===== config.mk =====
export PLATFORM = sky130hd
export DESIGN_NAME = delimited_record_utf8_parser_unit
export DESIGN_NICKNAME = d
export VERILOG_FILES = /design/src/sv/drup_pkg.sv /design/src/sv/drup_step.sv /design/src/sv/delimited_record_utf8_parser_unit.sv
export SDC_FILE = /design/constraint.sdc
export NUM_CORES = 1
export LEC_CHECK = 0
export ABC_CLOCK_PERIOD_IN_PS = 13850
export BUFFER_PORTS_ARGS = -buffer_cell sky130_fd_sc_hd__buf_2
export CAP_MARGIN = 25
export CORE_MARGIN = 5
export CORE_UTILIZATION = 48
export CTS_CLUSTER_DIAMETER = 50
export DETAILED_ROUTE_END_ITERATION = 8
export GPL_TIMING_DRIVEN = 0
export PLACE_DENSITY = 0.67
export SLEW_MARGIN = 20
export SYNTH_ARGS = -nofsm -noshare
export SYNTH_HDL_FRONTEND = slang
export SYNTH_SLANG_ARGS = --single-unit

===== constraint.sdc =====
create_clock -name clk -period 13.85 [get_ports clk]
set_clock_uncertainty 0.1 [all_clocks]
set_input_delay 0.6925 -clock clk [delete_from_list [all_inputs] [get_ports clk]]
set_output_delay 0.6925 -clock clk [all_outputs]
set_load 0.05 [all_outputs]

===== src/sv/drup_pkg.sv =====
// Package for the delimited record UTF-8 parser.
// Holds beat types, parser state, codes and limits shared by the step logic and top level.
// No dependencies.
package drup_pkg;

  // Most results that one input beat can cause.
  localparam int MaxResults = 5;

  localparam logic [7:0]  RecSep    = 8'h1E;
  localparam logic [7:0]  FldSep    = 8'h1F;
  // U+FFFD encoded, first byte lowest
  localparam logic [31:0] ReplBytes = 32'h00BD_BFEF;

  // Reset values of the configuration registers
  localparam logic [22:0] MaxBlobBytesRst = 23'd3145728;
  localparam logic [15:0] MaxEntriesRst   = 16'd20000;
  localparam logic [11:0] MaxFieldLenRst  = 12'd1024;

  // Configuration register indexes
  localparam logic [1:0] CFG_MAX_BLOB_BYTES = 2'd0;
  localparam logic [1:0] CFG_MAX_ENTRIES    = 2'd1;
  localparam logic [1:0] CFG_MAX_FIELD_LEN  = 2'd2;

  // Input commands
  localparam logic CMD_DATA = 1'b0;
  localparam logic CMD_END  = 1'b1;

  // Result kinds
  localparam logic [1:0] KIND_TEXT      = 2'd0;
  localparam logic [1:0] KIND_ENTRY_END = 2'd1;
  localparam logic [1:0] KIND_BLOB_END  = 2'd2;

  // Range rule for the second byte of a multi-byte sequence
  localparam logic [2:0] SBC_ANY  = 3'd0; // 80..BF
  localparam logic [2:0] SBC_E0   = 3'd1; // A0..BF
  localparam logic [2:0] SBC_ED   = 3'd2; // 80..9F
  localparam logic [2:0] SBC_F0   = 3'd3; // 90..BF
  localparam logic [2:0] SBC_F4   = 3'd4; // 80..8F

  typedef struct packed {
    logic       cmd;
    logic [7:0] data_byte;
  } in_beat_t;

  typedef struct packed {
    logic [1:0]  kind;
    logic [1:0]  field_index;
    logic [2:0]  byte_count;
    logic [31:0] text_bytes;
    logic [15:0] entry_count;
    logic        oversized;
    logic        last;
  } out_beat_t;

  typedef struct packed {
    logic [23:0] pending_seq;
    logic [1:0]  pending_count;
    logic [1:0]  needed_continuations;
    logic [2:0]  second_byte_class;
    logic [1:0]  field_number;
    logic [11:0] field_length;
    logic        field_truncated;
    logic        record_kept;
    logic        record_tail_skip;
    logic [15:0] entries_kept;
    logic [22:0] blob_bytes_seen;
    logic        entries_full;
  } parse_state_t;

  typedef struct packed {
    logic [22:0] max_blob_bytes;
    logic [15:0] max_entries;
    logic [11:0] max_field_len;
  } cfg_regs_t;

endpackage


===== src/sv/drup_step.sv =====
// Combinational step of the delimited record UTF-8 parser.
// Takes the parser state and one input beat, gives the next state and up to five results.
// Depends on drup_pkg.
module drup_step import drup_pkg::*; (
  input  parse_state_t                   st,
  input  in_beat_t                       beat,
  input  cfg_regs_t                      cfg,
  output parse_state_t                   st_next,
  output out_beat_t [MaxResults-1:0]     res,
  output logic [2:0]                     res_n
);

  typedef struct packed {
    parse_state_t                  s;
    out_beat_t [MaxResults-1:0]    r;
    logic [2:0]                    n;
  } work_t;

  function automatic work_t push(work_t w, out_beat_t b);
    if (w.n < 3'(MaxResults)) begin
      w.r[w.n] = b;
      w.n      = w.n + 3'd1;
    end
    return w;
  endfunction

  function automatic out_beat_t mk(logic [1:0] kind, logic [1:0] fidx, logic [2:0] cnt,
                                   logic [31:0] bytes, logic [15:0] ecount, logic over);
    out_beat_t b;
    b.kind        = kind;
    b.field_index = fidx;
    b.byte_count  = cnt;
    b.text_bytes  = bytes;
    b.entry_count = ecount;
    b.oversized   = over;
    b.last        = 1'b0;
    return b;
  endfunction

  // Truncation stops the field at the first code point that does not fit.
  function automatic work_t emit_text(work_t w, logic [31:0] bytes, logic [2:0] n,
                                      logic [11:0] max_len);
    logic [12:0] sum;
    sum = {1'b0, w.s.field_length} + 13'(n);
    if (!w.s.field_truncated) begin
      if (sum > {1'b0, max_len}) begin
        w.s.field_truncated = 1'b1;
      end else begin
        w.s.field_length = sum[11:0];
        if (w.s.field_number == 2'd0) begin
          w.s.record_kept = 1'b1;
        end
        w = push(w, mk(KIND_TEXT, w.s.field_number, n, bytes, 16'd0, 1'b0));
      end
    end
    return w;
  endfunction

  function automatic work_t clear_pending(work_t w);
    w.s.pending_seq          = '0;
    w.s.pending_count        = '0;
    w.s.needed_continuations = '0;
    w.s.second_byte_class    = SBC_ANY;
    return w;
  endfunction

  // Every pending byte of a broken sequence becomes one U+FFFD.
  function automatic work_t flush_pending(work_t w, logic [11:0] max_len);
    logic [1:0] cnt;
    cnt = w.s.pending_count;
    for (int i = 0; i < 3; i++) begin
      if (2'(i) < cnt) begin
        w = emit_text(w, ReplBytes, 3'd3, max_len);
      end
    end
    return clear_pending(w);
  endfunction

  function automatic logic cont_ok(parse_state_t s, logic [7:0] b);
    logic [7:0] lo;
    logic [7:0] hi;
    lo = 8'h80;
    hi = 8'hBF;
    if (s.pending_count == 2'd1) begin
      case (s.second_byte_class)
        SBC_E0:  lo = 8'hA0;
        SBC_ED:  hi = 8'h9F;
        SBC_F0:  lo = 8'h90;
        SBC_F4:  hi = 8'h8F;
        default: ;
      endcase
    end
    return (b >= lo) && (b <= hi);
  endfunction

  function automatic work_t start_seq(work_t w, logic [7:0] b, logic [1:0] need,
                                      logic [2:0] cls);
    w.s.pending_seq          = {16'd0, b};
    w.s.pending_count        = 2'd1;
    w.s.needed_continuations = need;
    w.s.second_byte_class    = cls;
    return w;
  endfunction

  function automatic work_t decode_byte(work_t w, logic [7:0] b, logic [11:0] max_len);
    logic [31:0] seq;
    logic [2:0]  n;
    logic        done;
    done = 1'b0;
    seq  = {8'd0, w.s.pending_seq} | ({24'd0, b} << {w.s.pending_count, 3'b000});
    n    = {1'b0, w.s.pending_count} + 3'd1;
    if (w.s.needed_continuations != 2'd0) begin
      if (cont_ok(w.s, b)) begin
        done = 1'b1;
        if (w.s.needed_continuations == 2'd1) begin
          w = clear_pending(w);
          w = emit_text(w, seq, n, max_len);
        end else begin
          w.s.pending_seq          = seq[23:0];
          w.s.pending_count        = w.s.pending_count + 2'd1;
          w.s.needed_continuations = w.s.needed_continuations - 2'd1;
        end
      end else begin
        w = flush_pending(w, max_len);
      end
    end
    if (!done) begin
      if (b < 8'h80)                     w = emit_text(w, {24'd0, b}, 3'd1, max_len);
      else if (b >= 8'hC2 && b <= 8'hDF) w = start_seq(w, b, 2'd1, SBC_ANY);
      else if (b == 8'hE0)               w = start_seq(w, b, 2'd2, SBC_E0);
      else if (b == 8'hED)               w = start_seq(w, b, 2'd2, SBC_ED);
      else if (b >= 8'hE1 && b <= 8'hEF) w = start_seq(w, b, 2'd2, SBC_ANY);
      else if (b == 8'hF0)               w = start_seq(w, b, 2'd3, SBC_F0);
      else if (b >= 8'hF1 && b <= 8'hF3) w = start_seq(w, b, 2'd3, SBC_ANY);
      else if (b == 8'hF4)               w = start_seq(w, b, 2'd3, SBC_F4);
      else                               w = emit_text(w, ReplBytes, 3'd3, max_len);
    end
    return w;
  endfunction

  function automatic work_t clear_record(work_t w);
    w = clear_pending(w);
    w.s.field_number     = '0;
    w.s.field_length     = '0;
    w.s.field_truncated  = 1'b0;
    w.s.record_kept      = 1'b0;
    w.s.record_tail_skip = 1'b0;
    return w;
  endfunction

  function automatic work_t close_record(work_t w, cfg_regs_t c);
    w = flush_pending(w, c.max_field_len);
    if (w.s.record_kept) begin
      w = push(w, mk(KIND_ENTRY_END, 2'd0, 3'd0, 32'd0, 16'd0, 1'b0));
      w.s.entries_kept = w.s.entries_kept + 16'd1;
      if (w.s.entries_kept >= c.max_entries) begin
        w.s.entries_full = 1'b1;
      end
    end
    return clear_record(w);
  endfunction

  work_t w;
  logic  full;

  always_comb begin
    w.s  = st;
    w.r  = '0;
    w.n  = '0;
    full = st.entries_full || (st.entries_kept >= cfg.max_entries);
    if (beat.cmd == CMD_DATA) begin
      if (w.s.blob_bytes_seen != '1) begin
        w.s.blob_bytes_seen = w.s.blob_bytes_seen + 23'd1;
      end
      if (full) begin
        w.s.entries_full = 1'b1;
      end else if (beat.data_byte == RecSep) begin
        w = close_record(w, cfg);
      end else if (w.s.record_tail_skip) begin
        // rest of record ignored
      end else if (beat.data_byte == FldSep) begin
        w = flush_pending(w, cfg.max_field_len);
        if ((w.s.field_number == 2'd0 && !w.s.record_kept) || w.s.field_number == 2'd3) begin
          w.s.record_tail_skip = 1'b1;
        end else begin
          w.s.field_number    = w.s.field_number + 2'd1;
          w.s.field_length    = '0;
          w.s.field_truncated = 1'b0;
        end
      end else begin
        w = decode_byte(w, beat.data_byte, cfg.max_field_len);
      end
    end else begin
      if (!full) begin
        w = close_record(w, cfg);
      end
      w = push(w, mk(KIND_BLOB_END, 2'd0, 3'd0, 32'd0, w.s.entries_kept,
                     w.s.blob_bytes_seen > cfg.max_blob_bytes));
      w = clear_record(w);
      w.s.entries_kept    = '0;
      w.s.blob_bytes_seen = '0;
      w.s.entries_full    = 1'b0;
    end
    if (w.n != 3'd0) begin
      w.r[w.n - 3'd1].last = 1'b1;
    end
  end

  assign st_next = w.s;
  assign res     = w.r;
  assign res_n   = w.n;

endmodule


===== src/sv/delimited_record_utf8_parser_unit.sv =====
// The first result of an accepted beat is on out_beat in the next cycle.
// Throughput: one input beat per cycle while each beat yields at most one result and
//   out_stall is low; a beat with k results (k up to 5) stalls the input until its last
//   result is leaving, set by the single-entry-per-cycle drain of the result buffer.
// Reset (rst, synchronous, active high): parser state and buffer cleared,
//   configuration registers return to 3145728 / 20000 / 1024.
module delimited_record_utf8_parser_unit import drup_pkg::*; (
  input  logic       clk,
  input  logic       rst,
  // input channel
  input  logic       in_valid,
  output logic       in_stall,
  input  in_beat_t   in_beat,
  // result channel
  output logic       out_valid,
  input  logic       out_stall,
  output out_beat_t  out_beat,
  // configuration writes
  input  logic       cfg_write,
  input  logic [1:0] cfg_index,
  input  logic [22:0] cfg_data
);

  // Configuration registers; the user must write them only while the parser is idle, the block does not enforce it.
  cfg_regs_t cfg;

  always_ff @(posedge clk) begin
    if (rst) begin
      cfg.max_blob_bytes <= MaxBlobBytesRst;
      cfg.max_entries    <= MaxEntriesRst;
      cfg.max_field_len  <= MaxFieldLenRst;
    end else if (cfg_write) begin
      case (cfg_index)
        CFG_MAX_BLOB_BYTES: cfg.max_blob_bytes <= cfg_data;
        CFG_MAX_ENTRIES:    cfg.max_entries    <= cfg_data[15:0];
        CFG_MAX_FIELD_LEN:  cfg.max_field_len  <= cfg_data[11:0];
        default: ;
      endcase
    end
  end

  // Parser state: the partial UTF-8 sequence, field/record bookkeeping, counters.
  parse_state_t st;
  parse_state_t st_next;

  // Results of the accepted beat, computed in one pass by the step logic.
  out_beat_t [MaxResults-1:0] step_res;
  logic [2:0]                 step_n;

  drup_step u_step (
    .st      (st),
    .beat    (in_beat),
    .cfg     (cfg),
    .st_next (st_next),
    .res     (step_res),
    .res_n   (step_n)
  );

  // Result buffer: a short shift line, head at entry 0, rbuf_n beats left.
  out_beat_t [MaxResults-1:0] rbuf;
  logic [2:0]                 rbuf_n;

  logic in_acc;
  logic out_pop;

  assign out_valid = (rbuf_n != 3'd0);
  assign out_beat  = rbuf[0];
  assign out_pop   = out_valid && !out_stall;

  // Accept a new beat when the buffer is empty, or its only beat leaves this cycle.
  assign in_stall = (rbuf_n > 3'd1) || (rbuf_n == 3'd1 && out_stall);
  assign in_acc   = in_valid && !in_stall;

  always_ff @(posedge clk) begin
    if (rst) begin
      st     <= '0;
      rbuf_n <= '0;
    end else if (in_acc) begin
      st     <= st_next;
      rbuf_n <= step_n;
    end else if (out_pop) begin
      rbuf_n <= rbuf_n - 3'd1;
    end
  end

  // Payload side needs no reset.
  always_ff @(posedge clk) begin
    if (in_acc) begin
      rbuf <= step_res;
    end else if (out_pop) begin
      for (int i = 0; i < MaxResults - 1; i++) begin
        rbuf[i] <= rbuf[i + 1];
      end
    end
  end

`ifndef ASSERT_OFF
  // The head beat carries last exactly when it is the final buffered beat.
  a_last_at_tail: assert property (@(posedge clk) disable iff (rst)
    out_valid |-> (out_beat.last == (rbuf_n == 3'd1)))
    else $error("last flag out of step with result buffer");

  // The buffer never holds more than one beat's worth of results.
  a_buf_bound: assert property (@(posedge clk) disable iff (rst)
    rbuf_n <= 3'(MaxResults))
    else $error("result buffer overfilled");

  // A pending continuation always has a lead byte behind it.
  a_pending_lead: assert property (@(posedge clk) disable iff (rst)
    (st.needed_continuations != 2'd0) |-> (st.pending_count != 2'd0))
    else $error("continuation expected with no pending bytes");

  // Blob end returns the counters to zero.
  a_blob_end_clear: assert property (@(posedge clk) disable iff (rst)
    (in_acc && in_beat.cmd == CMD_END) |=>
      (st.entries_kept == 16'd0 && st.blob_bytes_seen == 23'd0 && !st.entries_full))
    else $error("blob end left counters set");

  // A blob-end result is always the final beat of its input.
  a_blob_end_last: assert property (@(posedge clk) disable iff (rst)
    (out_valid && out_beat.kind == KIND_BLOB_END) |-> out_beat.last)
    else $error("blob end result not marked last");
`endif

endmodule


-- Yosys cells after proc, flatten, opt, wreduce, memory -nomap -nowiden
Cells that the tools add are included.
Widths: inputs -> output; s select.
- RAM bits: 0
- memories: 0
- output and inout bits: 59
- logic and storage cells: 454
- flip-flop bits (word level): 427
- bits in latches: 0
- ROM bits: 0
- input bits: 39
- $mul: 0
- add/sub/neg operators: 33
- reductions and logical operators: 49
- shift operators: 1
- order comparisons: 67
- div/mod/pow operators: 0
- bitwise logic cells: 7
- muxes and demuxes: 226
- equality and inequality tests: 20
- operators by type and width (cell ; number):
    $mux 345 ; 39
    $mux 330 ; 23
    $mux 376 ; 20
    $mux 343 ; 21
    $mux 288 ; 14
    $bwmux 285 ; 12
    $demux 57 s3 ; 13
    $mux 328 ; 4
    $mux 57 ; 12
    $and 280x280->280 ; 2
    $not 280->280 ; 2
    $mux 228 ; 2
    $mux 348 ; 1
    $mux 285 ; 1
    $gt 13x12->1 ; 12
    $add 12x2->13 const B ; 10
    $mux 12 ; 10
    $mux 8 ; 14
    $mux 87 ; 1
    $lt 3x4->1 const B ; 13
    $ge 16x16->1 ; 3
    $ge 3x1->1 const B ; 13
    $add 3x1->3 const B ; 12
    $lt 3x3->1 const B ; 12
    other kinds (45) ; 137

-- Depth between registers and ports, before layout
Gate-level depths: netlist of the first run.
- depth after elaboration: 80
- mapped depth: 67
- gate-level depth less buffers: 63

-- By module
From an unflattened synthesis of the first run, not the netlist that was laid out.
- cells, all modules: 3403
- area total of the unflattened synthesis: 32179.6 sq um
- by module, submodules not included (module ; sequential area each (sq um) ; cells each ; area each (sq um) ; instances):
    delimited_record_utf8_parser_unit ; 11400.9 ; 1234 ; 18386.4 ; 1
    drup_step ; 0.0 ; 2169 ; 13793.2 ; 1

-- Least setup slack after synthesis of the first run
No wires, ideal clock.
- path kind: register to register
- from: reg, netlist name st[44]
- to: reg rbuf (netlist bit out_beat[0]) (data pin)
- slack: 0.357 ns
- data arrival time: 13.124 ns
- library setup time: 0.268 ns
- cell stages (with the launch flop): 63
- path buffers: 5
- required time: 13.482 ns
- period minus slack after synthesis: 13.493 ns
- path through: dfxtp_1 -> clkbuf_1 -> inv_1 -> ha_1 -> and4b_1 -> buf_4 -> nand3_1 -> xnor2_1 -> ha_1 -> nand3_1 -> or4_1 -> o31ai_1 -> a31oi_1 -> o211ai_2 -> o211ai_2 -> buf_4 -> nor2_1 -> xnor2_1 -> [27 not listed] -> o21a_1 -> o21a_1 -> o21a_1 -> o21a_1 -> o21a_1 -> o21a_1 -> o21ai_0 -> a211o_1 -> nand3_1 -> nor2_1 -> clkbuf_1 -> o21ai_0 -> a311o_1 -> inv_1 -> ha_1 -> nor2_1 -> mux2i_1 -> o31ai_1
- longest elaborated chain between the ends: 62
- elaborated cells between the ends (all ways): 273
- those cells by class: 25 x add/sub; 50 x order compare; 180 x mux; 4 x bitwise; 14 x reduce/logical
- ends and longest elaborated chain (what ; line ; text):
    $add 12x2->13 ; drup_step.sv:44 ; sum = {1'b0, w.s.field_length} + 13'(n);
    $gt 13x12->1 ; drup_step.sv:46 ; if (sum > {1'b0, max_len}) begin
    $mux 12 / $mux 330 (equally long branches) ; drup_step.sv:46 ;
    $mux 343 ; drup_step.sv:45 ; if (!w.s.field_truncated) begin
    $mux 343 ; drup_step.sv:72 ; if (2'(i) < cnt) begin
    $mux 345 ; drup_step.sv:113 ; if (cont_ok(w.s, b)) begin
    $mux 345 ; drup_step.sv:112 ; if (w.s.needed_continuations != 2'd0) begin
    $mux 345 ; drup_step.sv:181 ; end else if (beat.data_byte == FldSep) begin
    [46 not listed] ; n/a ;
    $sub 3x1->3 ; drup_step.sv:205 ; w.r[w.n - 3'd1].last = 1'b1;
    $lt 3x4->1 (implied by the code) / $ge 3x1->1 (equally long branches) ; drup_step.sv:205 ;
    $logic_and 1x1->1 (implied by the code) ; drup_step.sv:205 ;
    $mux 1 (implied by the code) ; drup_step.sv:205 ;
    $demux 57 s3 ; n/a ;
    $bwmux 285 ; drup_step.sv:205 ;
    $mux 285 (*) ; drup_step.sv:204 ; if (w.n != 3'd0) begin
    $mux 228 (*) ; delimited_record_utf8_parser_unit.sv:88 ; if (in_acc) begin
    end signal: assignment ; delimited_record_utf8_parser_unit.sv:89 ; rbuf <= step_res;
    end signal: indexed assignment ; delimited_record_utf8_parser_unit.sv:92 ; rbuf[i] <= rbuf[i + 1];
    end: declaration ; delimited_record_utf8_parser_unit.sv:60 ; out_beat_t [MaxResults-1:0] rbuf;
Mark *: on every way between the ends. The rest lies on a longest branch, timed or not. The select of a mux whose other input is x is not followed.
A chain may end at the register's enable or synchronous reset.

-- Final worst setup path of the first run
- from: reg, netlist name st[44]
- to: reg rbuf[171] (netlist bit) (data pin)
- longest elaborated chain between the ends: 62
- elaborated cells between the ends (all ways): 273
- those cells by class: 25 x add/sub; 50 x order compare; 180 x mux; 4 x bitwise; 14 x reduce/logical
- ends and longest elaborated chain (what ; line):
    $add 12x2->13 ; drup_step.sv:44
    $gt 13x12->1 ; drup_step.sv:46
    $mux 12 / $mux 330 (equally long branches) ; drup_step.sv:46
    $mux 343 ; drup_step.sv:45
    $mux 343 ; drup_step.sv:72
    $mux 345 ; drup_step.sv:113
    $mux 345 ; drup_step.sv:112
    $mux 345 ; drup_step.sv:181
    [46 not listed] ; n/a
    $sub 3x1->3 ; drup_step.sv:205
    $lt 3x4->1 (implied by the code) / $ge 3x1->1 (equally long branches) ; drup_step.sv:205
    $logic_and 1x1->1 (implied by the code) ; drup_step.sv:205
    $mux 1 (implied by the code) ; drup_step.sv:205
    $demux 57 s3 ; n/a
    $bwmux 285 ; drup_step.sv:205
    $mux 285 (*) ; drup_step.sv:204
    $mux 228 (*) ; delimited_record_utf8_parser_unit.sv:88
Marks and branches as above.

==> metrics.txt, run 1 <==
synthesized area per cell 8.33 um^2; maximum vdd drop 126 uV; Net Sw Frac 0.389; die area 53200 um^2; Critical Path Fanout Max 8; switching power 1.71 mW; cts bufs inserted 43; number of enable flip-flop cells after synthesis 185; Pwr Density 158 nW/um^2; clock root cell clkbuf_16; Die Width 231 um; worst path required time 14.12 ns; most used cell, CP o21a_1; CP max stage cell xnor2_1; distinct cell type count after synthesis 112; Final setup viols 0; total track usage 0.300; CP max stage delay 0.39 ns; total design power 4.41 mW; worst-margin pin slew 1.16 ns; Syn Std Cell Area 23400 um^2; pin count of the biggest net entering global routing 56; Post-DP HPWL 62500 um; Clock Power Share 0.265; fin crit period 13.58 ns; core area 47900 um^2; wire length per cell 22.9 um; Routed Antenna Nets 0; CTS Hold Bufs 0; Worst EP arrival 13.85 ns; combinational share of power 0.387; via count 23.0k; Fill cells 4274; Via density 6.23; synth warn 0; Seq/Total Area, Yosys 0.359; CTS tree done; share of layout cells above drive strength 1 0.167; Post-Route WL 84400 um; Internal Power 2.69 mW; Site Rows 80; crit path launch type register; number of global-route vias before repair 21.4k; Max Buffers Root-to-Sink 3; Ports 98; antenna diode instance count 0; Post-Synthesis Cells 2806; Tcrit/Tclk final 0.980; LEAKAGE 10.8 nW; initial core utilization 0.488; Max-Cap Viols 0; first-pass GRT wire length 126000 um; Port Buffer Count 95; max_slew headroom 0.205; Sink Count 327; Hold Fails Final Rpt 0; initial antenna violation count 0; register share of total power 0.349; Primary FF master, synth edfxtp_1; pins over their slew limit 0; Crit. End Element register; Layout area overhead 19.2%; #FFs+latches synth 327; overall overflow remaining after global route 0; final worst slack 0.271 ns; Hold WC Path Type in -> reg; syn_nets 3006; Clk Latency, worst-skew pair 0.59 ns; share of synthesized flip-flops with an asynchronous set or reset 0; H-tree level count 2; status complete, no violations; DR iter-0 viols 2672; die height 231 um; Fmax achieved 73.6 MHz; Total Nets Final 3240; number of remaining DRC errors 0; pre-CTS setup slack -4.37 ns; Placer Congestion 1.01; first-pass detailed-route iteration total 6; Clock transition at path regs 0.06 ns; critical path class reg -> reg
[layout by cell type (no fill, tap or decap), types with 40 or more instances in the layout]
cell type / instances
clkbuf_1: 131
dfxtp_1: 138
buf_2: 101
edfxtp_1: 185
o21a_1: 45
clkbuf_16: 43
nor3_1: 61
o21ai_0: 176
inv_1: 101
a21oi_1: 251
xor2_1: 56
nand3_1: 59
nor2_1: 230
xnor2_1: 59
nand2_1: 384
buf_4: 147
ha_1: 156
nand4_1: 40
[area by class of cell]
class	count	area [um^2]	area share
Inverter	108	410	0.0147
Buffer	212	1130	0.0405
Multi-Input combinational cell	2156	14400	0.516
Clock buffer	52	1160	0.0416
Tap cell	615	769	0.0276
Timing Repair Buffer	192	1270	0.0455
Clock inverter	28	350	0.0126
Sequential cell	327	8410	0.302
[through the flow]
stage	area [um^2]	utilization	hold slack, ns	std cells	TNS, ns
2_1_floorplan	23400	-	0.331	2806	0
3_3_place_gp	24600	0.514	0.344	3516	-314.75
3_5_place_dp	24700	0.516	0.349	3520	-348.52
4_1_cts	26900	0.560	0.227	3629	0
5_1_grt	27900	0.581	0.244	3690	-0.390
6_report	27900	0.581	0.261	3690	0
[state kept, by name, indices dropped and copies added, names as in the netlist]
name,flops
rbuf_n,3
out_beat,57
cfg,51
st,88
rbuf,128
[path summary, 6_finish.rpt]
check                                  start   endpoint  slack (ns)  depth (start not counted)
worst max-delay path                  st[44]  rbuf[171]        0.27                         64
worst min register to register       cfg[32]    cfg[32]        0.35                          2
worst min-delay path            cfg_data[17]    cfg[45]        0.26                          3
worst max register to register        st[44]  rbuf[171]        0.27                         64
[cell usage after synthesis (all sizes together), types with 45 or more instances]
cell	count	area, um^2
nand2	390	1470
a21oi	260	1320
nor2	248	941
o21ai	191	956
edfxtp	185	5560
ha	160	2000
dfxtp	142	2840
clkbuf	139	522
inv	107	402
buf	76	543
xnor2	71	629
nor3	69	379
nand3	67	340
xor2	62	543
o21a	45	338
[cell families (layout without fill, tap and decap cells)]
family,Yosys count,in the layout,share of synthesized area
buf+inv,323,592,0.0629
mux,11,11,0.00476
compound gates,814,814,0.226
flops,327,327,0.359
xor+xnor,133,133,0.0501
simple gates,1035,1035,0.210
fa+ha+maj,162,162,0.0869
other cells,1,1,0.000160
[critical path, delay by kind of cell (launching register included)]
kind,cells,cell delay (ns)
DFF,1,0.37
xor gates and xnor gates,4,0.90
muxes,1,0.12
and+or+nand+nor,15,2.65
AOI/OAI and AO/OA,28,5.96
adders and majority gates,8,2.05
buffers and inverters,8,1.18
[what timing repair did]
item / in CTS / in global routing
setup buffers: 29 / 62
pin swaps: 28 / 51
hold endpoints to repair: 0 / 0
gates cloned: 0 / 0
endpoints found under the setup margin: 177 / 80
gates resized for setup: 89 / 112
[power by group through the flow]
| stage | Combinational (mW) | Sequential, mW | Clock [mW] |
|---|---|---|---|
| after floorplan | 1.16 | 1.58 | 0 |
| final | 1.70 | 1.54 | 1.17 |
| after CTS | 1.65 | 1.54 | 1.18 |
| after global routing | 1.83 | 1.56 | 1.23 |
| after global placement | 1.54 | 1.61 | 0 |
| after detailed placement | 1.61 | 1.55 | 0 |
[layer usage]
metal | up-vias | GRT usage | part of all wire
li1 | 10600 | - | -
met1 | 11000 | 0.424 | 0.43
met2 | 1120 | 0.475 | 0.45
met3 | 198 | 0.0445 | 0.085
met4 | 0 | 0.103 | 0.037
met5 | - | 0 | 0
No activity file was read; power rests on OpenSTA's default activity.
==> run 2: changes to the inputs <==
--- a/config.mk
+++ b/config.mk
@@ -14,7 +14,7 @@
 export DETAILED_ROUTE_END_ITERATION = 8
 export GPL_TIMING_DRIVEN = 0
 export PLACE_DENSITY = 0.67
-export SLEW_MARGIN = 20
+export RECOVER_POWER = 25
 export SYNTH_ARGS = -nofsm -noshare
 export SYNTH_HDL_FRONTEND = slang
 export SYNTH_SLANG_ARGS = --single-unit
==> run 2 against run 1 <==
Compared with the run above:
- the run now ends with capacitance limit, slew limit left
- count of clock-buffer cells in the layout rose by 4
- die area unchanged
- final cell count fell by 0.46%
- critical endpoint is now out_beat[53]
- design area down 1.1%
- core utilization fell by 0.65 points
==> metrics.txt, run 2 (same netlist as run 1, synthesis figures left out) <==
wire length per cell 22.7 um (was 22.9 um); switching power 1.72 mW (was 1.71 mW); Post-DP HPWL 62200 um (was 62500 um); antenna diode instance count 0 (unchanged); Port Buffer Count 95 (unchanged); Crit. End Element register (unchanged); most used cell, CP o21a_1 (unchanged); Placer Congestion 1.01 (unchanged); number of global-route vias before repair 21.4k (about the same); Hold WC Path Type in -> reg (unchanged); CP max stage delay 0.60 ns (was 0.39 ns); Die Width 231 um (unchanged); critical path class reg -> reg (unchanged); Routed Antenna Nets 0 (unchanged); maximum vdd drop 137 uV (was 126 uV); Sink Count 327 (unchanged); status finished, violations left (was complete, no violations); Max Buffers Root-to-Sink 3 (unchanged); Fill cells 4381 (was 4274); most common cell after layout, fill and taps aside nand2_1 (unchanged); Layout area overhead 17.9% (was 19.2%); Via density 6.19 (was 6.23); share of layout cells above drive strength 1 0.137 (was 0.167); number of remaining DRC errors 0 (unchanged); most frequent cells in the layout 385 x nand2_1, 251 x a21oi_1, 233 x nor2_1 (was 384 x nand2_1, 251 x a21oi_1, 230 x nor2_1); worst path required time 14.15 ns (was 14.12 ns); fin cells 3673 (was 3690); LEAKAGE 10.5 nW (was 10.8 nW); DR iter-0 viols 2370 (was 2672); total track usage 0.301 (was 0.300); initial core utilization 0.488 (unchanged); register share of total power 0.354 (was 0.349); max FFs per register 128 (unchanged); H-tree level count 2 (unchanged); CTS tree done (unchanged); pin count of the biggest net entering global routing 78 (was 56); crit path launch type register (unchanged); Post-Route WL 83500 um (was 84400 um); overall overflow remaining after global route 0 (unchanged); Critical Path Fanout Max 8 (unchanged); Clock Power Share 0.274 (was 0.265); Final setup viols 0 (unchanged); placed cells 3520 (unchanged); first-pass detailed-route iteration total 6 (unchanged); pins over their slew limit 148 (was 0); initial antenna violation count 0 (unchanged); first-pass GRT wire length 126000 um (about the same); max_slew headroom -1.59 (was 0.205); via count 22.7k (was 23.0k); core area 47900 um^2 (unchanged); Fmax achieved 73.6 MHz (about the same); worst-margin pin slew 3.89 ns (was 1.16 ns); failing checks capacitance limit, slew limit; Tcrit/Tclk final 0.981 (was 0.980); setup TNS 0 ns (unchanged); die height 231 um (unchanged); clock root cell clkbuf_16 (unchanged); Site Rows 80 (unchanged); Internal Power 2.71 mW (was 2.69 mW); combinational share of power 0.372 (was 0.387); die area 53200 um^2 (unchanged); Net Sw Frac 0.389 (about the same); total design power 4.42 mW (was 4.41 mW); Clk Latency, worst-skew pair 0.59 ns (about the same); Pwr Density 161 nW/um^2 (was 158 nW/um^2); Total Nets Final 3226 (was 3240); Hold Fails Final Rpt 0 (unchanged); Worst EP arrival 13.88 ns (was 13.85 ns); fin crit period 13.58 ns (about the same); largest reg by FF count rbuf (unchanged); cts bufs inserted 46 (was 43); Max-Cap Viols 2 (was 0); Clock transition at path regs 0.06 ns (about the same); CTS Hold Bufs 0 (unchanged); CP max stage cell or4_4 (was xnor2_1); Ports 98 (unchanged)
## run 2: cell types whose count changed in the layout (fill, tap and decap cells not counted), sizes merged
| cell | delta |
|---|---|
| buf | -79 |
| clkbuf | +64 |
| clkdlybuf4s18 | +1 |
| clkinv | -3 |
| clkinvlp | -3 |
| inv | +2 |
| nand3 | +1 |
## run 2: worst paths after layout
kind | slack [ns] | startpoint | to | depth (start not counted)
max | 0.27 | st[44] | out_beat[53] | 60
min | 0.25 | cfg_data[17] | cfg[45] | 3
max reg2reg | 0.27 | st[44] | out_beat[53] | 60
min reg2reg | 0.35 | cfg[32] | cfg[32] | 2
## run 2: cell type report
type | instances | area (um^2) | area share
Multi-Input combinational cell | 2157 | 14200 | 0.516
Clock inverter | 24 | 352 | 0.0128
Buffer | 211 | 1130 | 0.0409
Sequential cell | 327 | 8400 | 0.305
Clock buffer | 56 | 1230 | 0.0446
Tap cell | 615 | 769 | 0.0279
Timing Repair Buffer | 175 | 1040 | 0.0379
Inverter | 108 | 413 | 0.0150
## run 2: power by group through the flow
| stage | logic, mW | registers, mW | clock network [mW] |
|---|---|---|---|
| floorplan | 1.16 | 1.58 | 0 |
| global placement | 1.54 | 1.61 | 0 |
| detailed placement | 1.61 | 1.55 | 0 |
| CTS | 1.65 | 1.54 | 1.23 |
| global route | 1.78 | 1.60 | 1.27 |
| finish | 1.64 | 1.57 | 1.21 |
## run 2: stage by stage
step / worst slack (ns) / util / instance area (um^2) / hold slack, ns
2_1_floorplan: 0.357 / - / 23400 / 0.331
3_3_place_gp: -4.20 / 0.514 / 24600 / 0.344
3_5_place_dp: -4.37 / 0.516 / 24700 / 0.348
4_1_cts: -0.0136 / 0.561 / 26900 / 0.223
5_1_grt: -0.161 / 0.575 / 27600 / 0.245
6_report: 0.270 / 0.575 / 27600 / 0.253
## run 2: routing by layer
layer,global-route usage,share of wire,up-vias
met1,0.413,0.43,10800
met3,0.0576,0.085,212
li1,-,-,10600
met2,0.469,0.44,1113
met4,0.124,0.047,0
met5,0,0,-
## run 2: timing repair
action / in CTS / in global routing
resized for setup: 86 / 89
pin swaps: 22 / 41
setup endpoints to repair: 179 / 88
cloned: 0 / 1
setup buffers: 25 / 50
## run 2: worst max-delay path: cells and delay by family (launching register included)
kind                     cells  cell delay (ns)
AO/OA/AOI/OAI               29             6.24
XOR/XNOR                     4             0.71
adder cells (fa/ha/maj)      7             1.78
buffers and inverters        7             1.00
flip-flops                   1             0.38
AND/OR/NAND/NOR             13             3.14
